$ cat src/rtl/core/shacbg_pkg.sv
// Shared types, constants and SHA-256 helper functions for the counter-mode bit generator.
`default_nettype none

package shacbg_pkg;

    localparam int unsigned WORD_W   = 32;
    localparam int unsigned CTR_W    = 64;
    localparam int unsigned KEY_W    = 256;
    localparam int unsigned HELD_W   = 6;
    localparam int unsigned CFG_IDX_W = 3;

    localparam logic [HELD_W-1:0] MAX_DRAW = 6'd32;

    localparam logic [CFG_IDX_W-1:0] CFG_KEY_01 = 3'd0;
    localparam logic [CFG_IDX_W-1:0] CFG_KEY_23 = 3'd1;
    localparam logic [CFG_IDX_W-1:0] CFG_KEY_45 = 3'd2;
    localparam logic [CFG_IDX_W-1:0] CFG_KEY_67 = 3'd3;

    localparam logic [WORD_W-1:0] PAD_WORD = 32'h8000_0000;
    localparam logic [WORD_W-1:0] LEN_WORD = 32'h0000_0200;

    localparam logic [WORD_W-1:0] ROUND_K [64] = '{
        32'h428a2f98, 32'h71374491, 32'hb5c0fbcf, 32'he9b5dba5,
        32'h3956c25b, 32'h59f111f1, 32'h923f82a4, 32'hab1c5ed5,
        32'hd807aa98, 32'h12835b01, 32'h243185be, 32'h550c7dc3,
        32'h72be5d74, 32'h80deb1fe, 32'h9bdc06a7, 32'hc19bf174,
        32'he49b69c1, 32'hefbe4786, 32'h0fc19dc6, 32'h240ca1cc,
        32'h2de92c6f, 32'h4a7484aa, 32'h5cb0a9dc, 32'h76f988da,
        32'h983e5152, 32'ha831c66d, 32'hb00327c8, 32'hbf597fc7,
        32'hc6e00bf3, 32'hd5a79147, 32'h06ca6351, 32'h14292967,
        32'h27b70a85, 32'h2e1b2138, 32'h4d2c6dfc, 32'h53380d13,
        32'h650a7354, 32'h766a0abb, 32'h81c2c92e, 32'h92722c85,
        32'ha2bfe8a1, 32'ha81a664b, 32'hc24b8b70, 32'hc76c51a3,
        32'hd192e819, 32'hd6990624, 32'hf40e3585, 32'h106aa070,
        32'h19a4c116, 32'h1e376c08, 32'h2748774c, 32'h34b0bcb5,
        32'h391c0cb3, 32'h4ed8aa4a, 32'h5b9cca4f, 32'h682e6ff3,
        32'h748f82ee, 32'h78a5636f, 32'h84c87814, 32'h8cc70208,
        32'h90befffa, 32'ha4506ceb, 32'hbef9a3f7, 32'hc67178f2
    };

    typedef enum logic [3:0] {
        ST_IDLE = 4'b0001,
        ST_DRAW = 4'b0010,
        ST_HASH = 4'b0100,
        ST_OUT  = 4'b1000
    } t_state;

    typedef struct packed {
        logic             start;
        logic [CTR_W-1:0] counter;
    } t_hash_req;

    typedef struct packed {
        logic              done;
        logic [WORD_W-1:0] word;
    } t_hash_rsp;

    function automatic logic [31:0] big_sigma0(input logic [31:0] x);
        return {x[1:0], x[31:2]} ^ {x[12:0], x[31:13]} ^ {x[21:0], x[31:22]};
    endfunction

    function automatic logic [31:0] big_sigma1(input logic [31:0] x);
        return {x[5:0], x[31:6]} ^ {x[10:0], x[31:11]} ^ {x[24:0], x[31:25]};
    endfunction

    function automatic logic [31:0] small_sigma0(input logic [31:0] x);
        return {x[6:0], x[31:7]} ^ {x[17:0], x[31:18]} ^ {3'b000, x[31:3]};
    endfunction

    function automatic logic [31:0] small_sigma1(input logic [31:0] x);
        return {x[16:0], x[31:17]} ^ {x[18:0], x[31:19]} ^ {10'd0, x[31:10]};
    endfunction

endpackage

`default_nettype wire

$ cat src/rtl/core/shacbg_compress.sv
// Iterative SHA-256 compression of the counter block, one round per cycle.
`default_nettype none

module shacbg_compress (
    input  wire logic                          i_clk,
    input  wire logic                          i_rst_n,
    input  wire logic [shacbg_pkg::KEY_W-1:0]  i_key,
    input  wire shacbg_pkg::t_hash_req         i_req,
    output shacbg_pkg::t_hash_rsp              o_rsp
);

    logic        r_busy;
    logic        r_fin;
    logic [5:0]  r_round;
    logic [31:0] r_a, r_b, r_c, r_d, r_e, r_f, r_g, r_h;
    logic [31:0] r_w [16];

    logic [31:0] n_t1;
    logic [31:0] n_t2;
    logic [31:0] n_wnew;

    always_comb begin
        n_t1 = r_h + shacbg_pkg::big_sigma1(r_e) + ((r_e & r_f) ^ (~r_e & r_g))
             + shacbg_pkg::ROUND_K[r_round] + r_w[0];
        n_t2 = shacbg_pkg::big_sigma0(r_a) + ((r_a & r_b) ^ (r_a & r_c) ^ (r_b & r_c));
        n_wnew = shacbg_pkg::small_sigma1(r_w[14]) + r_w[9]
               + shacbg_pkg::small_sigma0(r_w[1]) + r_w[0];
    end

    always_ff @(posedge i_clk) begin
        if (!i_rst_n) begin
            r_busy  <= 1'b0;
            r_fin   <= 1'b0;
            r_round <= '0;
        end else begin
            r_fin <= 1'b0;
            if (i_req.start) begin
                r_busy  <= 1'b1;
                r_round <= '0;
            end else if (r_busy) begin
                r_round <= r_round + 6'd1;
                if (r_round == 6'd63) begin
                    r_busy <= 1'b0;
                    r_fin  <= 1'b1;
                end
            end
        end
    end

    always_ff @(posedge i_clk) begin
        if (i_req.start) begin
            r_a <= i_key[255:224];
            r_b <= i_key[223:192];
            r_c <= i_key[191:160];
            r_d <= i_key[159:128];
            r_e <= i_key[127:96];
            r_f <= i_key[95:64];
            r_g <= i_key[63:32];
            r_h <= i_key[31:0];
            r_w[0] <= i_req.counter[63:32];
            r_w[1] <= i_req.counter[31:0];
            r_w[2] <= shacbg_pkg::PAD_WORD;
            for (int j = 3; j < 15; j++) begin
                r_w[j] <= '0;
            end
            r_w[15] <= shacbg_pkg::LEN_WORD;
        end else if (r_busy) begin
            r_h <= r_g;
            r_g <= r_f;
            r_f <= r_e;
            r_e <= r_d + n_t1;
            r_d <= r_c;
            r_c <= r_b;
            r_b <= r_a;
            r_a <= n_t1 + n_t2;
            for (int j = 0; j < 15; j++) begin
                r_w[j] <= r_w[j+1];
            end
            r_w[15] <= n_wnew;
        end
    end

    assign o_rsp.done = r_fin;
    assign o_rsp.word = i_key[255:224] + r_a;

endmodule

`default_nettype wire

$ cat src/rtl/core/sha256_counter_bit_generator_core.sv
// Top level of the SHA-256 counter-mode random bit generator.
`default_nettype none

// Takes one transaction at a time: a flush or a draw of 0 to 32 bits (counts above
// 32 act as 32). A flush or a zero count goes from acceptance straight to the result
// register. A draw shifts bits from the buffer into the result one at a time; each
// time the buffer runs empty while bits are still owed, one refill runs the 64 rounds
// of the SHA-256 round unit between its load of the key and counter and its finish.
// At most one refill happens per draw. The result register holds its value until
// taken and the input is not ready meanwhile. Writing any key register clears the
// block counter.
module sha256_counter_bit_generator_core (
    input  wire logic                                i_clk,
    input  wire logic                                i_rst_n,
    input  wire logic                                i_cfg_we,
    input  wire logic [shacbg_pkg::CFG_IDX_W-1:0]    i_cfg_index,
    input  wire logic [63:0]                         i_cfg_data,
    input  wire logic                                i_valid,
    output logic                                     o_ready,
    input  wire logic                                i_kind,
    input  wire logic [5:0]                          i_bit_count,
    output logic                                     o_valid,
    input  wire logic                                i_ready,
    output logic [31:0]                              o_drawn_bits
);

    shacbg_pkg::t_state    r_state;
    logic [63:0]           r_key01, r_key23, r_key45, r_key67;
    logic [63:0]           r_counter;
    logic [31:0]           r_buffer;
    logic [5:0]            r_held;
    logic [5:0]            r_cnt;
    logic [31:0]           r_result;

    shacbg_pkg::t_hash_req s_req;
    shacbg_pkg::t_hash_rsp s_rsp;
    logic                  s_in_acc;

    assign s_in_acc = i_valid && o_ready;
    assign o_ready  = (r_state == shacbg_pkg::ST_IDLE);
    assign o_valid  = (r_state == shacbg_pkg::ST_OUT);
    assign o_drawn_bits = r_result;

    assign s_req.start   = (r_state == shacbg_pkg::ST_DRAW) && (r_held == 6'd0);
    assign s_req.counter = r_counter;

    shacbg_compress u_compress (
        .i_clk   (i_clk),
        .i_rst_n (i_rst_n),
        .i_key   ({r_key01, r_key23, r_key45, r_key67}),
        .i_req   (s_req),
        .o_rsp   (s_rsp)
    );

    always_ff @(posedge i_clk) begin
        if (!i_rst_n) begin
            r_key01 <= '0;
            r_key23 <= '0;
            r_key45 <= '0;
            r_key67 <= '0;
        end else if (i_cfg_we) begin
            unique case (i_cfg_index)
                shacbg_pkg::CFG_KEY_01: r_key01 <= i_cfg_data;
                shacbg_pkg::CFG_KEY_23: r_key23 <= i_cfg_data;
                shacbg_pkg::CFG_KEY_45: r_key45 <= i_cfg_data;
                shacbg_pkg::CFG_KEY_67: r_key67 <= i_cfg_data;
                default: ;
            endcase
        end
    end

    always_ff @(posedge i_clk) begin
        if (!i_rst_n) begin
            r_state   <= shacbg_pkg::ST_IDLE;
            r_counter <= '0;
            r_buffer  <= '0;
            r_held    <= '0;
            r_cnt     <= '0;
            r_result  <= '0;
        end else begin
            if (i_cfg_we && (i_cfg_index <= shacbg_pkg::CFG_KEY_67)) begin
                r_counter <= '0;
            end
            unique case (r_state)
                shacbg_pkg::ST_IDLE: begin
                    if (s_in_acc) begin
                        r_result <= '0;
                        if (i_kind) begin
                            r_buffer <= '0;
                            r_held   <= '0;
                            r_state  <= shacbg_pkg::ST_OUT;
                        end else if (i_bit_count == 6'd0) begin
                            r_state <= shacbg_pkg::ST_OUT;
                        end else begin
                            r_cnt   <= (i_bit_count > shacbg_pkg::MAX_DRAW) ?
                                       shacbg_pkg::MAX_DRAW : i_bit_count;
                            r_state <= shacbg_pkg::ST_DRAW;
                        end
                    end
                end
                shacbg_pkg::ST_DRAW: begin
                    if (r_held == 6'd0) begin
                        r_state <= shacbg_pkg::ST_HASH;
                    end else begin
                        r_result <= {r_result[30:0], r_buffer[0]};
                        r_buffer <= {1'b0, r_buffer[31:1]};
                        r_held   <= r_held - 6'd1;
                        r_cnt    <= r_cnt - 6'd1;
                        if (r_cnt == 6'd1) begin
                            r_state <= shacbg_pkg::ST_OUT;
                        end
                    end
                end
                shacbg_pkg::ST_HASH: begin
                    if (s_rsp.done) begin
                        r_buffer  <= s_rsp.word;
                        r_held    <= shacbg_pkg::MAX_DRAW;
                        r_counter <= r_counter + 64'd1;
                        r_state   <= shacbg_pkg::ST_DRAW;
                    end
                end
                shacbg_pkg::ST_OUT: begin
                    if (i_ready) begin
                        r_state <= shacbg_pkg::ST_IDLE;
                    end
                end
                default: r_state <= shacbg_pkg::ST_IDLE;
            endcase
        end
    end

    a_ready_valid_excl: assert property (@(posedge i_clk) disable iff (!i_rst_n)
        !(o_ready && o_valid))
        else $error("ready and valid high together");

    a_held_range: assert property (@(posedge i_clk) disable iff (!i_rst_n)
        r_held <= shacbg_pkg::MAX_DRAW)
        else $error("bit buffer count out of range");

    a_refill_full: assert property (@(posedge i_clk) disable iff (!i_rst_n)
        (r_state == shacbg_pkg::ST_HASH) && s_rsp.done |=>
            (r_held == shacbg_pkg::MAX_DRAW) && (r_state == shacbg_pkg::ST_DRAW))
        else $error("refill did not fill the buffer");

    a_flush: assert property (@(posedge i_clk) disable iff (!i_rst_n)
        s_in_acc && i_kind |=> (r_held == 6'd0) && o_valid && (o_drawn_bits == 32'd0))
        else $error("flush did not empty the buffer");

endmodule

`default_nettype wire
$ cat config.mk
export PLATFORM = sky130hd
export DESIGN_NAME = sha256_counter_bit_generator_core
export DESIGN_NICKNAME = d
export VERILOG_FILES = /design/src/rtl/core/shacbg_pkg.sv /design/src/rtl/core/shacbg_compress.sv /design/src/rtl/core/sha256_counter_bit_generator_core.sv
export SDC_FILE = /design/constraint.sdc
export NUM_CORES = 2
export LEC_CHECK = 0
export BUFFER_PORTS_ARGS = -buffer_cell sky130_fd_sc_hd__buf_2
export CORE_UTILIZATION = 40
export DETAILED_ROUTE_END_ITERATION = 8
export PLACE_DENSITY = 0.61
export SLEW_MARGIN = 20
export SYNTH_ARGS = -nofsm -noshare
export SYNTH_HDL_FRONTEND = slang
export SYNTH_SLANG_ARGS = --single-unit
export TNS_END_PERCENT = 100
$ cat constraint.sdc
create_clock -name i_clk -period 26.4 [get_ports i_clk]
set_input_delay 5.28 -clock i_clk [delete_from_list [all_inputs] [get_ports i_clk]]
set_output_delay 5.28 -clock i_clk [all_outputs]
set_load 0.02 [all_outputs]
==> impl_results.md <==
- Status: completed
- Area share of the largest cell type after synthesis: a little under two fifths
- Hold_ws: 0.454 ns
- Unrepaired setup endpoints after global routing: no
- Postcts setup bufs: 0
- Initial Util: 40.2%
- DIE WIDTH: between 300 and 400 µm
- Post-layout util: 44.4%
- Slew Viols, Final: 0
- WP depth: 38
- Delay-heaviest family, CP: compound AO/OA/AOI/OAI gates
- PortBufs: around 110
- Number of max-cap violations: 0
- GRT Total Usage: about a quarter
- R2R depth: 38
- Area delta synth->final: 10.3%
- IO Count: approximately 110
- Seq/Total Area, Yosys: roughly half
- DR pass1 iterations: 5
- Final setup fails: 0
- CP Max Fanout: 24
- Slew HR: between 10% and 20%
- Fill cell count: 14.8k
- Die Height: around 400 µm
- CTS Buf Count: 132
- Core area: 156000 µm²
- Commonest non-fill, non-tap cell in the layout: nand2_1
- Clock Pin Slew Worst Setup and Hold Paths: ~0.060 ns
- CP required: 26.91 ns
- F_max: 0.0918 GHz
- Row Count: 145
- Starting DRT DRC Count: 4884
- Vias in the first global route: 43.0k
- First-pass GRT wire length: approximately 280000 µm
- Most frequent cells in the layout: nand2_1, edfxtp_1, a21oi_1, dfxtp_1, and3_1
- Hold Buf Count CTS: 0
- Critical path class: reg -> reg
- Synthesized flop and latch total: 1176
- Antenna viol nets, final: 0
- Hold Startpoint: r_key67[11]
- Crit start category: flop
- Post-synth cell types: 84
- CP arrival: ~11 ns
- Storage element area: between 30000 and 40000 µm²
- Register-to-register setup slack: about 16 ns
- Setup crit end: u_compress.r_a[31]
- Top FF cell, synth: edfxtp_1
- Async S/R FF share, synth: 0%
- Place WS: 15.71 ns
- Post-CTS Resized: 0
- Synthesized area: 62800 µm²
- Sink Count: 1176
- Layout cells sized above 1: 7.97%
- Final Critical Period: 10.89 ns
- Largest net degree at the start of global routing: 296
- Vias per cell: 5.54
- Final WS setup: 15.51 ns
- Gate Count Post-Synth: 6354
- Skew-Pair Late Insertion Delay: approximately 0.80 ns
- Post-Syn Nets: 6799
- CTS tree: yes
- Setup_tns: 0 ns
- Clock tree buffer depth: 3
- Final Cycle Share: 41.2%
- Post-synth EDFFs: 768
- WL per Instance: about 23 µm
- Vias: 46.5k
- Multi-input gate area: 29300 µm²
- Reg-to-reg startpoint: u_compress.r_round[1]
- CP peak stage delay: 0.91 ns
- GRT overflow: 0
- # nets final: 6686
- Root Driver: clkbuf_16
- CP Capture Type: flop
- Final wirelength: slightly below 200000 µm
- DRC viols: 0
- Syn avg cell area: 9.88 µm²
- Synth area leaders: edfxtp_1, dfxtp_1, nand2_1
- Die area: 159000 µm²
- R2r endpoint: u_compress.r_a[31]
- Final Hold Viols: 0
- Placer Congestion: 0.943
- Clock skew: 0.0404 ns
- Largest area contributor in the netlist: edfxtp_1
- Initial antenna violation count: 4
- Dpl hpwl: 137000 µm
- Crit. Startpoint: u_compress.r_round[1]
- H-tree levels: 4
- Yosys Warn Count: 0
- CP max-delay cell: dfxtp_1
- Cell mode on critical path: a21oi_1
- Hold Path Class: reg -> reg
- Buf/Inv on CP: 4
- Slew @ Worst Pin: 1.22 ns
==> synth_stat cells, types with 18 or more instances <==
cell type,instances
nand2_1,1389
edfxtp_1,768
a21oi_1,545
dfxtp_1,408
clkbuf_1,390
and3_1,295
xnor2_1,292
nor2_1,268
o21ai_0,221
inv_1,218
fa_1,188
and2_1,183
ha_1,178
xor2_1,129
nand3_1,127
mux2_2,88
a21o_1,77
nor3_1,66
a31oi_1,56
nand2b_1,34
a211oi_1,31
nor2b_1,26
maj3_1,22
o21a_1,22
mux2i_1,20
o211ai_1,20
nand4_1,19
or3_1,19
buf_1,18
==> how the worst min path moves through the flow <==
| stage | to | slack (ns) | cells after the start |
|---|---|---|---|
| after floorplan | r_key45[63] | 0.43 | 2 |
| after global placement | o_drawn_bits[31] | 0.44 | 2 |
| after detailed placement | r_key67[9] | 0.45 | 2 |
| after CTS | r_key45[52] | 0.45 | 2 |
| after global routing | r_key45[19] | 0.47 | 2 |
| final | r_key67[11] | 0.45 | 2 |
==> worst min-delay path: cells and delay by family (launching register included) <==
family             cells  cell delay, ns
DFF                    1            0.30
and+or+nand+nor        1            0.05
AOI/OAI and AO/OA      1            0.05
==> through the flow <==
step                      area, µm²  std cells
after floorplan               62800       6354
after global routing          69300       8405
after detailed placement      64900       8165
after CTS                     69300       8405
after global placement        64900       8165
final                         69300       8407
==> area by class of cell <==
class                           instances  share of cell area (%)
Antenna cell                            2                 0.00723
Inverter                              220                    1.20
Multi-Input combinational cell       4543                    42.2
Sequential cell                      1176                    45.1
Tap cell                             2058                    3.72
Timing Repair Buffer                  168                    1.49
Clock buffer                          178                    5.24
Clock inverter                         62                    1.01
==> metal layers <==
metal / vias up / GRT usage [%] / part of all wire [%]
met1: 22933 / 34.5 / 45
met4: 0 / 8.25 / 3.5
met3: 312 / 4.08 / 7.2
li1: 21625 / - / -
met2: 1664 / 36.8 / 45
met5: - / 0 / 0
==> logic make-up after synthesis <==
| kind of cell | count (synthesis) | synth area share (%) |
|---|---|---|
| AND/OR/NAND/NOR | 2478 | 17.8 |
| flip-flops | 1176 | 49.7 |
| AO/OA/AOI/OAI | 1140 | 10.7 |
| buffers and inverters | 635 | 3.81 |
| XOR/XNOR | 423 | 5.94 |
| adder cells (fa/ha/maj) | 388 | 9.89 |
| multiplexers | 114 | 2.11 |
==> flip-flops by register name (all words and copies together), names as in the netlist, 6 cells and up <==
register / flops
r_counter: 64
r_key67: 64
r_key23: 64
r_key45: 64
r_held: 6
u_compress.r_d: 32
u_compress.r_h: 32
u_compress.r_w: 512
u_compress.r_round: 6
r_key01: 64
u_compress.r_b: 32
r_buffer: 32
u_compress.r_e: 32
u_compress.r_c: 32
u_compress.r_g: 32
o_drawn_bits: 32
r_cnt: 6
u_compress.r_f: 32
u_compress.r_a: 32
Power is not shown: default switching activity piles up to over one toggle a cycle in this logic, so the estimate is an artifact.
